**config.mk**
```make
export PLATFORM = sky130hd
export DESIGN_NAME = pulse_period_width_generator
export DESIGN_NICKNAME = d
export VERILOG_FILES = /design/src/design/ppwg_pkg.sv /design/src/design/ppwg_core.sv /design/src/design/pulse_period_width_generator.sv
export SDC_FILE = /design/constraint.sdc
export NUM_CORES = 1
export LEC_CHECK = 0
export ABC_AREA = 0
export BUFFER_PORTS_ARGS = -buffer_cell sky130_fd_sc_hd__buf_2
export CORE_MARGIN = 2
export CORE_UTILIZATION = 45
export CTS_CLUSTER_DIAMETER = 120
export DETAILED_ROUTE_END_ITERATION = 10
export HOLD_SLACK_MARGIN = 0.08
export SLEW_MARGIN = 20
export SYNTH_ARGS = -nofsm -noshare
export SYNTH_HDL_FRONTEND = slang
export SYNTH_HIERARCHICAL = 1
export SYNTH_SLANG_ARGS = --single-unit
```
**constraint.sdc**
```tcl
create_clock -name clk -period 3.1 [get_ports clk]
set_input_delay 0.465 -clock clk [delete_from_list [all_inputs] [get_ports clk]]
set_output_delay 0.465 -clock clk [all_outputs]
set_load 0.02 [all_outputs]
```
**src/design/ppwg_pkg.sv**
```systemverilog
// ----------------------------------------------------------------------------
// ppwg_pkg
// Shared types and constants of the pulse period/width generator: command
// codes, limits, reset values and the item structs passed between modules.
// ----------------------------------------------------------------------------
package ppwg_pkg;

    localparam int PERIOD_W   = 20;
    localparam int WIDTH_W    = 10;
    localparam int PRESCALE_W = 16;
    localparam int KIND_W     = 3;

    // Limits for accepted period and width values
    localparam logic [PERIOD_W-1:0]   PERIOD_LIMIT        = 20'd1000000;
    localparam logic [WIDTH_W-1:0]    WIDTH_LIMIT         = 10'd1000;
    localparam logic [PERIOD_W-1:0]   PERIOD_MAX          = PERIOD_LIMIT - 20'd1;
    localparam logic [WIDTH_W-1:0]    WIDTH_MAX           = WIDTH_LIMIT - 10'd1;

    // Reset values
    localparam logic [PRESCALE_W-1:0] PRESCALE_RESET      = 16'd83;
    localparam logic [PERIOD_W-1:0]   PERIOD_RELOAD_RESET = 20'd100000;
    localparam logic [WIDTH_W-1:0]    WIDTH_RELOAD_RESET  = 10'd100;

    // Item kinds
    typedef enum logic [KIND_W-1:0] {
        KIND_TICK       = 3'd0,
        KIND_START      = 3'd1,
        KIND_STOP       = 3'd2,
        KIND_SET_PERIOD = 3'd3,
        KIND_SET_WIDTH  = 3'd4
    } kind_t;

    // One input item
    typedef struct packed {
        logic [KIND_W-1:0]   kind;
        logic [PERIOD_W-1:0] period_value;
        logic [WIDTH_W-1:0]  width_value;
    } ppwg_item_t;

    // One result item
    typedef struct packed {
        logic width_ended;
        logic period_started;
        logic pulse_level;
    } ppwg_result_t;

endpackage

```
**src/design/ppwg_core.sv**
```systemverilog
// ----------------------------------------------------------------------------
// ppwg_core
// Counter state of the generator: prescaled period and one-shot width
// counters, the prepared/reload values, the level and the prescale register.
// Applies one item per enabled cycle and presents its result alongside.
// ----------------------------------------------------------------------------
module ppwg_core (
    input  logic                                clk,
    input  logic                                rst_n,
    input  logic                                step_en,
    input  ppwg_pkg::ppwg_item_t                item,
    input  logic                                cfg_we,
    input  logic [ppwg_pkg::PRESCALE_W-1:0]     cfg_data,
    output ppwg_pkg::ppwg_result_t              result
);
    import ppwg_pkg::*;

    logic [PRESCALE_W-1:0] prescale_div_reg;

    logic [PERIOD_W-1:0]   period_count_reg,    period_count_next;
    logic [PERIOD_W-1:0]   period_reload_reg,   period_reload_next;
    logic [PERIOD_W-1:0]   period_prepared_reg, period_prepared_next;
    logic                  period_running_reg,  period_running_next;
    logic [PRESCALE_W-1:0] period_ps_reg,       period_ps_next;

    logic [WIDTH_W-1:0]    width_count_reg,     width_count_next;
    logic [WIDTH_W-1:0]    width_reload_reg,    width_reload_next;
    logic [WIDTH_W-1:0]    width_prepared_reg,  width_prepared_next;
    logic                  width_running_reg,   width_running_next;
    logic [PRESCALE_W-1:0] width_ps_reg,        width_ps_next;

    logic                  level_reg,           level_next;
    logic                  started;
    logic                  ended;
    logic [PERIOD_W-1:0]   period_sat;
    logic [WIDTH_W-1:0]    width_sat;

    // Saturate start values to one below the limits
    assign period_sat = (item.period_value >= PERIOD_LIMIT) ? PERIOD_MAX : item.period_value;
    assign width_sat  = (item.width_value >= WIDTH_LIMIT) ? WIDTH_MAX : item.width_value;

    // Next state for the current item
    always_comb
    begin
        period_count_next    = period_count_reg;
        period_reload_next   = period_reload_reg;
        period_prepared_next = period_prepared_reg;
        period_running_next  = period_running_reg;
        period_ps_next       = period_ps_reg;
        width_count_next     = width_count_reg;
        width_reload_next    = width_reload_reg;
        width_prepared_next  = width_prepared_reg;
        width_running_next   = width_running_reg;
        width_ps_next        = width_ps_reg;
        level_next           = level_reg;
        started              = 1'b0;
        ended                = 1'b0;

        unique case (kind_t'(item.kind))
            KIND_TICK:
            begin
                // Step the width counter first
                if (width_running_reg)
                begin
                    if (width_ps_reg >= prescale_div_reg)
                    begin
                        width_ps_next = '0;
                        if (width_count_reg >= width_reload_reg)
                        begin
                            width_count_next   = '0;
                            width_running_next = 1'b0;
                            width_reload_next  = width_prepared_reg;
                            level_next         = 1'b0;
                            ended              = 1'b1;
                        end
                        else
                        begin
                            width_count_next = width_count_reg + 1'b1;
                        end
                    end
                    else
                    begin
                        width_ps_next = width_ps_reg + 1'b1;
                    end
                end
                // Then the period counter; a wrap fires the width counter
                if (period_running_reg)
                begin
                    if (period_ps_reg >= prescale_div_reg)
                    begin
                        period_ps_next = '0;
                        if (period_count_reg >= period_reload_reg)
                        begin
                            period_count_next  = '0;
                            period_reload_next = period_prepared_reg;
                            width_running_next = 1'b1;
                            level_next         = 1'b1;
                            started            = 1'b1;
                        end
                        else
                        begin
                            period_count_next = period_count_reg + 1'b1;
                        end
                    end
                    else
                    begin
                        period_ps_next = period_ps_reg + 1'b1;
                    end
                end
            end
            KIND_START:
            begin
                period_prepared_next = period_sat;
                period_reload_next   = period_sat;
                width_prepared_next  = width_sat;
                width_reload_next    = width_sat;
                period_running_next  = 1'b1;
                width_running_next   = 1'b1;
                level_next           = 1'b1;
                started              = 1'b1;
            end
            KIND_STOP:
            begin
                period_running_next = 1'b0;
                width_running_next  = 1'b0;
            end
            KIND_SET_PERIOD:
            begin
                if (item.period_value < PERIOD_LIMIT)
                begin
                    if (item.period_value == '0)
                    begin
                        period_running_next = 1'b0;
                    end
                    else
                    begin
                        period_prepared_next = item.period_value;
                        period_running_next  = 1'b1;
                    end
                end
            end
            KIND_SET_WIDTH:
            begin
                if (item.width_value < WIDTH_LIMIT)
                begin
                    if (item.width_value == '0)
                    begin
                        width_running_next = 1'b0;
                    end
                    else
                    begin
                        width_prepared_next = item.width_value;
                        width_running_next  = 1'b1;
                    end
                end
            end
            default:
            begin
                // Unused kinds change nothing
            end
        endcase
    end

    assign result.pulse_level    = level_next;
    assign result.period_started = started;
    assign result.width_ended    = ended;

    // Hold state; advance on each processed item
    always_ff @(posedge clk or negedge rst_n)
    begin
        if (!rst_n)
        begin
            prescale_div_reg    <= PRESCALE_RESET;
            period_count_reg    <= '0;
            period_reload_reg   <= PERIOD_RELOAD_RESET;
            period_prepared_reg <= '0;
            period_running_reg  <= 1'b0;
            period_ps_reg       <= '0;
            width_count_reg     <= '0;
            width_reload_reg    <= WIDTH_RELOAD_RESET;
            width_prepared_reg  <= '0;
            width_running_reg   <= 1'b0;
            width_ps_reg        <= '0;
            level_reg           <= 1'b0;
        end
        else
        begin
            if (cfg_we)
            begin
                prescale_div_reg <= cfg_data;
            end
            if (step_en)
            begin
                period_count_reg    <= period_count_next;
                period_reload_reg   <= period_reload_next;
                period_prepared_reg <= period_prepared_next;
                period_running_reg  <= period_running_next;
                period_ps_reg       <= period_ps_next;
                width_count_reg     <= width_count_next;
                width_reload_reg    <= width_reload_next;
                width_prepared_reg  <= width_prepared_next;
                width_running_reg   <= width_running_next;
                width_ps_reg        <= width_ps_next;
                level_reg           <= level_next;
            end
        end
    end

endmodule

```
**src/design/pulse_period_width_generator.sv**
```systemverilog
// ----------------------------------------------------------------------------
// pulse_period_width_generator
// An accepted item is held in the input register until the result register is
// free or being taken; ppwg_core then applies it and its result is registered.
// Throughput: one item per cycle unless m_tready stalls the output; the counter
// state in ppwg_core is updated once per item as it enters the result register.
// Reset (rst_n, asynchronous, active low) stops both counters, drives the
// level low, restores the default reload values and sets prescale to 83.
// ----------------------------------------------------------------------------
module pulse_period_width_generator (
    input  logic                            clk,
    input  logic                            rst_n,
    // Input item stream
    input  logic                            s_tvalid,
    output logic                            s_tready,
    input  logic [31:0]                     s_tdata,   // period_value[19:0], width_value[29:20]
    input  logic [ppwg_pkg::KIND_W-1:0]     s_tuser,   // kind[2:0]
    // Result item stream
    output logic                            m_tvalid,
    input  logic                            m_tready,
    output logic [7:0]                      m_tdata,   // pulse_level[0], period_started[1],
                                                       // width_ended[2]
    // Prescale register write
    input  logic                            cfg_we,
    input  logic [ppwg_pkg::PRESCALE_W-1:0] cfg_data
);
    import ppwg_pkg::*;

    logic         in_valid_reg;
    ppwg_item_t   in_item_reg;
    logic         out_valid_reg;
    ppwg_result_t out_result_reg;
    ppwg_result_t step_result;
    logic         advance;

    // Move an item to the result register when that slot is free or being taken
    assign advance  = in_valid_reg && (!out_valid_reg || m_tready);
    assign s_tready = !in_valid_reg || advance;

    ppwg_core u_core (
        .clk      (clk),
        .rst_n    (rst_n),
        .step_en  (advance),
        .item     (in_item_reg),
        .cfg_we   (cfg_we),
        .cfg_data (cfg_data),
        .result   (step_result)
    );

    // Input register: hold the accepted item
    always_ff @(posedge clk or negedge rst_n)
    begin
        if (!rst_n)
        begin
            in_valid_reg <= 1'b0;
        end
        else if (s_tready)
        begin
            in_valid_reg <= s_tvalid;
        end
    end

    always_ff @(posedge clk)
    begin
        if (s_tready && s_tvalid)
        begin
            in_item_reg.kind         <= s_tuser;
            in_item_reg.period_value <= s_tdata[PERIOD_W-1:0];
            in_item_reg.width_value  <= s_tdata[PERIOD_W+WIDTH_W-1:PERIOD_W];
        end
    end

    // Result register: hold until taken
    always_ff @(posedge clk or negedge rst_n)
    begin
        if (!rst_n)
        begin
            out_valid_reg <= 1'b0;
        end
        else if (advance)
        begin
            out_valid_reg <= 1'b1;
        end
        else if (m_tready)
        begin
            out_valid_reg <= 1'b0;
        end
    end

    always_ff @(posedge clk)
    begin
        if (advance)
        begin
            out_result_reg <= step_result;
        end
    end

    assign m_tvalid = out_valid_reg;
    assign m_tdata  = {5'b0, out_result_reg.width_ended, out_result_reg.period_started,
                       out_result_reg.pulse_level};

endmodule
```
==> metrics, run 1 <==
outcome finished clean; hpwl dp 13800 um; CP peak stage delay 0.53 ns; DRT antenna net count 0; CTS root buf clkbuf_16; Placer Congestion 0.769; dominant synthesized flop cell dfrtp_1; initial antenna violation count 0; R2R Setup Slk 0.34 ns; Power, Total 6.29 mW; GRT Residual Overflow 0; num ports 66; Critical Path Stages 11; vias in the first global route 6463; die width 149 um; setup TNS 0 ns; Hold Path Class in2reg; first-pass GRT wire length 32300 um; fill count 1881; critical path class reg2reg; Slew @ Worst Pin 0.990 ns; TritonCTS clock tree done; ANT cells 0; critical path capture point type register; Die Area 22300 um2; post-route setup slack 0.338 ns; die height 149 um; FP Rows 53; Max FO, Critical Path 17; GRT Resource Usage Total 0.181; final wirelength 19000 um; Place WS 0.367 ns; R2R Path Start u_core/period_reload_reg[9]; sequential share of the synthesized area 0.491; Final setup viols 0; Netlist Area Pre-Place 9510 um2; Largest register FFs 33; Peak Freq 362 MHz; hold bufs inserted after CTS 1; 1st-iter DRT viols 407; final worst-path cycle share 0.891; crit path DAT 3.12 ns; Port Buffer Count 58; Pleak 4.85 nW; Max Slew Vio Count 0; htree depth 4; CP startpoint kind register; share of post-route cells with drive strength above 1 0.148; average wire per cell in the routed design 14.9 um; Synth Warn # 6; XOR/XNOR Fraction of Synth Area 0.0221; Num CTS Buffers 17; DR vias 6712; Async SR Flop Fraction 0.799; Crit. Startpoint u_core/period_reload_reg[9]; largest family of logic cells by synthesized area simple AND/OR/NAND/NOR gates; nets@finish 1107; Yosys reg bits 179; Hold Fails Final Rpt 0; Post-Synth Adder-Cell Area 0.0868; largest net degree at the start of global routing 60; syn_area_per_cell 10.3 um2; pwr/cell area 591 nW/um2; Area Overhead vs Synth 11.9%; Compound-Gate Fraction of Synth Area 0.135; clk sinks 179; crit path buf inv count 3; cell family with most CP delay compound AO/OA/AOI/OAI gates; max-cap viol count 0; setup repair after global routing missed its margin no; CP max stage cell dfstp_2; FF-to-FF End u_core/period_count_reg[19]; capture point of the critical path u_core/period_count_reg[19]; final setup skew 0.00935 ns; Post-route DRC 0; number of synthesized flops with an enable pin 36; worst path required time 3.46 ns; post-layout minimum cycle time 2.76 ns; Clk Latency, worst-skew pair 0.44 ns; setup bufs post-CTS 0; clk buf depth 2; clock-pin slew on the worst setup and hold paths 0.07 ns; Reg2Reg Depth 11; Worst IR Drop VDD 349 uV; cells after synthesis 926; CP cell instances inv_1 -> ha_1 -> a21oi_2 -> o21ai_2 -> a2111oi_4 -> a2111oi_4 -> buf_4 -> nor4_4 -> buf_4 -> nand4_1 -> mux2i_1; Starting Density 0.455; Core Area 20900 um2; Simple-Gate Fraction of Synth Area 0.169; vias per std cell 5.27; distinct cell type count after synthesis 72; multiplexer area fraction after synthesis 0.0493; Post-CTS Resized 0; Rel. slew slack 0.340; Pre-antenna DRT Iters 5
area by class of cell:
type	instances	area [um2]	area share
sequential	179	4680	0.439
clock inverter	13	115	0.0108
tap	275	344	0.0323
clock buffer	19	433	0.0407
multi-input combinational	654	4420	0.415
timing repair buffer	77	454	0.0427
inverter	56	210	0.0197
worst register-to-register path, cell delays in order, from the launching register on:
cell       delay [ns]
dfstp_2          0.53
inv_1            0.04
ha_1             0.29
a21oi_2          0.18
o21ai_2          0.11
a2111oi_4        0.39
a2111oi_4        0.15
buf_4            0.23
nor4_4           0.25
buf_4            0.26
nand4_1          0.12
mux2i_1          0.14
per-stage QoR:
step | util | hold WS (ns) | instance area (um2) | instances
after floorplan | - | 0.169 | 9530 | 930
after global placement | 0.483 | 0.455 | 10100 | 1240
after detailed placement | 0.483 | 0.464 | 10100 | 1240
after CTS | 0.510 | 0.180 | 10600 | 1273
after global routing | 0.510 | 0.178 | 10600 | 1273
final | 0.510 | 0.198 | 10600 | 1273
Yosys cell counts, types with 2 or more instances:
cell type  instances  area (um2)
a2111oi_4          2        55.1
nor2_1            77         289
nand4_1           15        93.8
dfstp_2           13         342
mux2i_1           30         300
a21o_1             9        67.6
and4_1             5        43.8
inv_1             56         210
xor2_1            19         166
nor3_1            21         105
mux2_1             5        56.3
o22a_1            12         105
o2bb2ai_1          4        35.0
mux2_2             6        67.6
and3_1            23         144
nand3b_1           3        22.5
o21ai_0           47         235
o21ai_1           39         195
xnor2_1            5        43.8
a221o_1            2        20.0
mux2_4             3        45.0
and2_1             9        56.3
nand2b_1          17         106
ha_1              66         826
a21oi_1           43         215
edfxtp_1          36        1080
buf_6              4        45.0
a22o_1             8        70.1
a21oi_2            3        26.3
dfrtp_1          130        3250
o31ai_1            7        52.6
nand2_1           92         345
nor2b_1            2        12.5
buf_2              9        45.0
buf_4             10        75.1
or3_1              3        18.8
nor4_1             5        31.3
a31oi_1            3        18.8
clkbuf_1          17        63.8
nand3_1           34         170
where the power goes:
| group | switching (mW) | internal (mW) | total [mW] |
|---|---|---|---|
| combinational | 0.663 | 0.545 | 1.21 |
| clock | 0.987 | 1.06 | 2.04 |
| sequential | 0.212 | 2.83 | 3.04 |
| total | 1.86 | 4.43 | 6.29 |
layout by cell type, fill, tap and decap left out, types with 4 or more instances in the layout:
| cell | Yosys | layout |
|---|---|---|
| xor2_1 | 19 | 19 |
| a22o_1 | 8 | 8 |
| and3_1 | 23 | 23 |
| nor4_1 | 5 | 5 |
| o2bb2ai_1 | 4 | 4 |
| dfstp_2 | 13 | 13 |
| edfxtp_1 | 36 | 36 |
| mux2_2 | 6 | 6 |
| a21o_1 | 9 | 9 |
| nor2_1 | 77 | 77 |
| conb_1 | 1 | 5 |
| buf_4 | 10 | 17 |
| mux2i_1 | 30 | 30 |
| nand4_1 | 15 | 15 |
| a21oi_1 | 43 | 43 |
| ha_1 | 66 | 66 |
| xnor2_1 | 5 | 5 |
| and4_1 | 5 | 5 |
| inv_1 | 56 | 56 |
| nand2_1 | 92 | 92 |
| buf_2 | 9 | 57 |
| dfrtp_1 | 130 | 130 |
| clkbuf_16 | 0 | 17 |
| and2_1 | 9 | 9 |
| nand3_1 | 34 | 34 |
| o31ai_1 | 7 | 7 |
| inv_6 | 0 | 5 |
| o22a_1 | 12 | 12 |
| o21ai_0 | 47 | 47 |
| mux2_1 | 5 | 5 |
| o21ai_1 | 39 | 39 |
| nor3_1 | 21 | 20 |
| nand2b_1 | 17 | 17 |
per-layer routing:
layer | share of wire | vias up | GRT usage
met3 | 0.038 | 19 | 0.0324
met2 | 0.44 | 124 | 0.273
met1 | 0.51 | 3181 | 0.263
met4 | 0.014 | 0 | 0.0605
met5 | 0 | - | 0
li1 | - | 3388 | -
how the worst min path moves through the flow:
stage	startpoint	end	slack, ns	depth (start not counted)
6_report	s_tdata[27]	in_item_reg[7]	0.20	1
4_1_cts	s_tdata[27]	in_item_reg[7]	0.18	1
5_1_grt	s_tdata[3]	in_item_reg[13]	0.18	1
3_5_place_dp	rst_n	u_core/width_ps_reg[13]	0.46	1
2_1_floorplan	rst_n	in_valid_reg	0.17	0
3_3_place_gp	rst_n	u_core/width_ps_reg[13]	0.46	1
cell families (layout without fill, tap and decap cells):
group / Yosys count / after routing
AND/OR/NAND/NOR: 320 / 320
AO/OA/AOI/OAI: 195 / 195
flip-flops: 179 / 179
buffers and inverters: 97 / 165
adder cells (fa/ha/maj): 66 / 66
multiplexers: 44 / 44
XOR/XNOR: 24 / 24
other: 1 / 5
(Power assumes the default switching activity.)
==> run 2: changes to the inputs <==
CELL_PAD_IN_SITES_DETAIL_PLACEMENT = 1   (was default)
CELL_PAD_IN_SITES_GLOBAL_PLACEMENT = 2   (was default)
CORE_UTILIZATION = 40   (was 45)
PLACE_DENSITY_LB_ADDON = 0.1   (was default)
==> run 2 against run 1 <==
  * Clock skew increased by 0.0063 ns
  * Critical endpoint is now u_core/width_count_reg[4]
  * Clock power increased by 5%
  * Sequential share of layout area decreased by 0.43 points
  * Routed wire length increased by 18%
  * Critical path type unchanged
  * First-iteration DRC count decreased by 13%
  * Cell area increased by 0.99%
  * Setup slack got worse by 0.052 ns
  * Largest cell class unchanged
  * Power increased by 2.9%
==> metrics, run 2 (synthesized netlist as in run 1, its figures left out) <==
GRT Resource Usage Total 0.188; CTS root buf clkbuf_16; Largest register FFs 33; Final setup viols 0; Die Area 25000 um2; outcome finished clean; CP startpoint kind register; die height 158 um; num ports 66; Fin Hold WS 0.197 ns; R2R Path Start u_core/prescale_div_reg[0]; hpwl dp 16600 um; DP Area 10200 um2; FP Rows 56; Power, Total 6.47 mW; GRT Residual Overflow 0; worst path required time 3.41 ns; DP Cell Count 1285; Post-route DRC 0; Max Slew Vio Count 0; post-layout minimum cycle time 2.81 ns; setup repair after global routing missed its margin no; DR vias 6940; Placer Congestion 0.794; vias in the first global route 7286; clk sinks 179; 1st-iter DRT viols 353; clock-pin slew on the worst setup and hold paths 0.08 ns; hold_sp s_tdata[28]; Crit. Startpoint u_core/prescale_div_reg[0]; Port Buffer Count 58; TritonCTS clock tree done; average wire per cell in the routed design 16.9 um; die width 158 um; Pleak 4.87 nW; final instance area 10800 um2; ANT cells 0; post-route setup slack 0.286 ns; Clk Latency, worst-skew pair 0.44 ns; Max FO, Critical Path 9; initial antenna violation count 0; Starting Density 0.407; htree depth 4; DRT antenna net count 0; clk buf depth 2; Num CTS Buffers 17; Pre-antenna DRT Iters 4; fill count 2619; Hold Fails Final Rpt 0; most frequent cells in the layout dfrtp_1, nand2_1, nor2_1; vias per std cell 5.27; Place WS 0.299 ns; largest net degree at the start of global routing 62; Core Area 23400 um2; Hold Crit Depth 1; setup TNS 0 ns; Peak Freq 355 MHz; max-cap viol count 0; pwr/cell area 602 nW/um2; share of post-route cells with drive strength above 1 0.151; critical path capture point type register; final worst-path cycle share 0.908; Rel. slew slack 0.334; Area Overhead vs Synth 13.0%; Hold Path Class in2reg; first-pass GRT wire length 37100 um; final setup skew 0.0157 ns; final wirelength 22300 um; crit path DAT 3.12 ns; Slew @ Worst Pin 0.995 ns; nets@finish 1108; fin util 0.459; critical path class reg2reg; Reg2Reg Depth 9; commonest non-fill, non-tap cell in the layout dfrtp_1; final cell count without fillers 1318; Worst IR Drop VDD 325 uV
==> run 2: cell count changes in the layout (fill, tap and decap cells not counted) <==
cell / change
buf_4: +1
clkinv_8: +4
clkbuf_1: -1
clkinv_4: -1
inv_6: -2
inv_8: +1
clkinv_1: -1
==> run 2: final timing paths <==
| check | endpoint | slack (ns) |
|---|---|---|
| max | u_core/width_count_reg[4] | 0.29 |
| max in group asynchronous | u_core/width_reload_reg[2] | 1.69 |
| min reg2reg | u_core/period_reload_reg[15] | 0.48 |
| min in group asynchronous | u_core/width_ps_reg[9] | 0.55 |
| max reg2reg | u_core/width_count_reg[4] | 0.29 |
| min | in_item_reg[8] | 0.20 |
==> run 2: report_power, final <==
| group | switching [mW] | leakage (nW) | total (mW) | internal [mW] |
|---|---|---|---|---|
| clock | 1.06 | 0.284 | 2.15 | 1.09 |
| combinational | 0.718 | 2.48 | 1.27 | 0.552 |
| sequential | 0.223 | 2.11 | 3.05 | 2.83 |
==> run 2: repair_timing <==
| item | 4_1_cts | 5_1_grt |
|---|---|---|
| hold buffers | 1 | 0 |
| endpoints found under the hold margin | 46 | 0 |
| setup buffers | 0 | 0 |
| endpoints found under the setup margin | 0 | 0 |
| gates resized for setup | 0 | 0 |
==> run 2: critical path, stage by stage (launching register included) <==
cell,delay [ns]
dfstp_2,0.56
ha_1,0.23
nand2b_1,0.15
a2111o_1,0.44
a311oi_2,0.33
a41oi_4,0.19
buf_4,0.20
and2_1,0.15
nand2b_1,0.29
o21ai_1,0.13
==> run 2: final cells by class <==
class                      instances  area (um2)  share of cell area
sequential                       179        4680               0.435
timing repair buffer              78         462              0.0429
multi-input combinational        654        4420               0.411
inverter                          56         210              0.0195
clock inverter                    14         161              0.0150
clock buffer                      18         429              0.0399
tap                              319         399              0.0371
==> run 2: metal layers <==
layer,share of wire,up-vias,global-route usage
li1,-,3394,-
met4,0.0084,0,0.0412
met2,0.49,87,0.323
met1,0.48,3447,0.251
met5,0,-,0
met3,0.024,12,0.0323
==> run 3: changes to the inputs <==
CTS_BUF_LIST = sky130_fd_sc_hd__clkbuf_8 sky130_fd_sc_hd__clkbuf_16   (was default)
==> run 3 against run 2 <==
  * Utilization unchanged
  * Non-clock buffer count unchanged
  * Clock skew is essentially flat
  * Fmax down 0.24%
  * Count of clock-buffer cells in the layout shrank 1
  * Sequential power is essentially flat
  * Clock power about the same
  * Die area stayed put
  * Power about the same
  * Combinational power is essentially flat
  * Register-to-register slack barely moved
  * Global-route usage about the same
==> metrics, run 3 (synthesized netlist as in run 1, its figures left out) <==
outcome finished clean; share of post-route cells with drive strength above 1 0.151; Pleak 4.88 nW; hold_sp s_tdata[28]; Core Area 23400 um2; final worst-path cycle share 0.910; commonest non-fill, non-tap cell in the layout dfrtp_1; num ports 66; DR vias 6937; Hold Path Class in2reg; final wirelength 22400 um; initial antenna violation count 0; Hold Fails Final Rpt 0; Pre-antenna DRT Iters 4; CTS root buf clkbuf_16; CP max stage cell dfstp_2; FP Rows 56; first-pass GRT wire length 37100 um; largest net degree at the start of global routing 62; Worst IR Drop VDD 326 uV; Max FO, Critical Path 9; worst path required time 3.41 ns; CP startpoint kind register; ANT cells 0; post-layout minimum cycle time 2.82 ns; Largest register FFs 33; post-route setup slack 0.279 ns; Port Buffer Count 58; CP cell instances ha_1 -> nand2b_1 -> a2111o_1 -> a311oi_2 -> a41oi_4 -> buf_4 -> and2_1 -> nand2b_1 -> o21ai_1; die width 158 um; htree depth 4; setup repair after global routing missed its margin no; Starting Density 0.407; Die Area 25000 um2; clk buf depth 2; setup TNS 0 ns; final cell count without fillers 1318; hold bufs inserted after CTS 1; vias per std cell 5.26; GRT Resource Usage Total 0.188; DP Cell Count 1285; CP peak stage delay 0.57 ns; Hold Crit Depth 1; DRT antenna net count 0; average wire per cell in the routed design 17.0 um; 1st-iter DRT viols 349; clk sinks 179; GRT Residual Overflow 0; Post-CTS Resized 0; WHS Endpoint in_item_reg[8]; Placer Congestion 0.794; clock-pin slew on the worst setup and hold paths 0.08 ns; Clk Latency, worst-skew pair 0.44 ns; critical path class reg2reg; FF-to-FF End u_core/width_count_reg[4]; setup bufs post-CTS 0; fill count 2619; CP most frequent cell nand2b_1; max-cap viol count 0; Num CTS Buffers 17; die height 158 um; nets@finish 1108; most frequent cells in the layout dfrtp_1, nand2_1, nor2_1; Reg2Reg Depth 9; Area Overhead vs Synth 13.0%; Place WS 0.299 ns; R2R Path Start u_core/prescale_div_reg[0]; Peak Freq 354 MHz; Slew @ Worst Pin 0.995 ns; Post-route DRC 0; R2R Setup Slk 0.28 ns; pwr/cell area 602 nW/um2; TritonCTS clock tree done; hpwl dp 16600 um; Max Slew Vio Count 0; crit path DAT 3.13 ns; critical path capture point type register; Rel. slew slack 0.334; final setup skew 0.0154 ns; Final setup viols 0; vias in the first global route 7288
## run 3: cell count changes in the layout (fill, tap and decap cells not counted)
cell,previous run,this run
clkbuf_1,1,0
inv_1,56,57
## run 3: worst max path at each step
stage                                            end  cells past startpoint                        start  slack [ns]
final                      u_core/width_count_reg[4]                      9   u_core/prescale_div_reg[0]        0.28
after global routing       u_core/width_count_reg[7]                      9   u_core/prescale_div_reg[0]        0.11
after CTS                  u_core/width_count_reg[4]                      9   u_core/prescale_div_reg[0]        0.28
after detailed placement   u_core/width_count_reg[5]                      9   u_core/prescale_div_reg[0]        0.30
after global placement    u_core/width_reload_reg[0]                      9   u_core/prescale_div_reg[6]        0.33
after floorplan                           m_tdata[0]                     11  u_core/period_reload_reg[9]        0.41
## run 3: where the power goes
part	internal, mW	leakage [nW]	switching (mW)
combinational	0.552	2.48	0.719
sequential	2.83	2.11	0.223
clock	1.08	0.289	1.07
## run 3: layer usage
layer / wire length, um / vias up / global-route usage
li1: - / 3395 / -
met1: 10800 / 3439 / 0.250
met2: 10900 / 91 / 0.323
met3: 558 / 12 / 0.0323
met4: 188 / 0 / 0.0412
met5: 0 / - / 0
## run 3: critical path, delay by kind of cell, from the launching register on
family / cells / cell delay [ns]
DFF: 1 / 0.57
buffers and inverters: 1 / 0.20
AOI/OAI and AO/OA: 4 / 1.10
adders and majority gates: 1 / 0.23
and+or+nand+nor: 3 / 0.60
## run 3: per-stage QoR
step | hold slack [ns] | util | cell area (um2) | power (mW)
floorplan | 0.169 | - | 9530 | 3.94
global placement | 0.450 | 0.434 | 10200 | 4.27
detailed placement | 0.452 | 0.434 | 10200 | 4.39
CTS | 0.173 | 0.459 | 10800 | 6.58
global route | 0.168 | 0.459 | 10800 | 6.87
finish | 0.195 | 0.459 | 10800 | 6.47
## run 3: cell type report
cell class / instances / area [um2] / area share
clock buffers: 17 / 425 / 0.0396
clock inverters: 15 / 165 / 0.0154
inverters: 56 / 210 / 0.0195
multi-input cells: 654 / 4420 / 0.411
flip-flops and latches: 179 / 4680 / 0.435
well taps: 319 / 399 / 0.0371
repair buffers: 78 / 462 / 0.0429
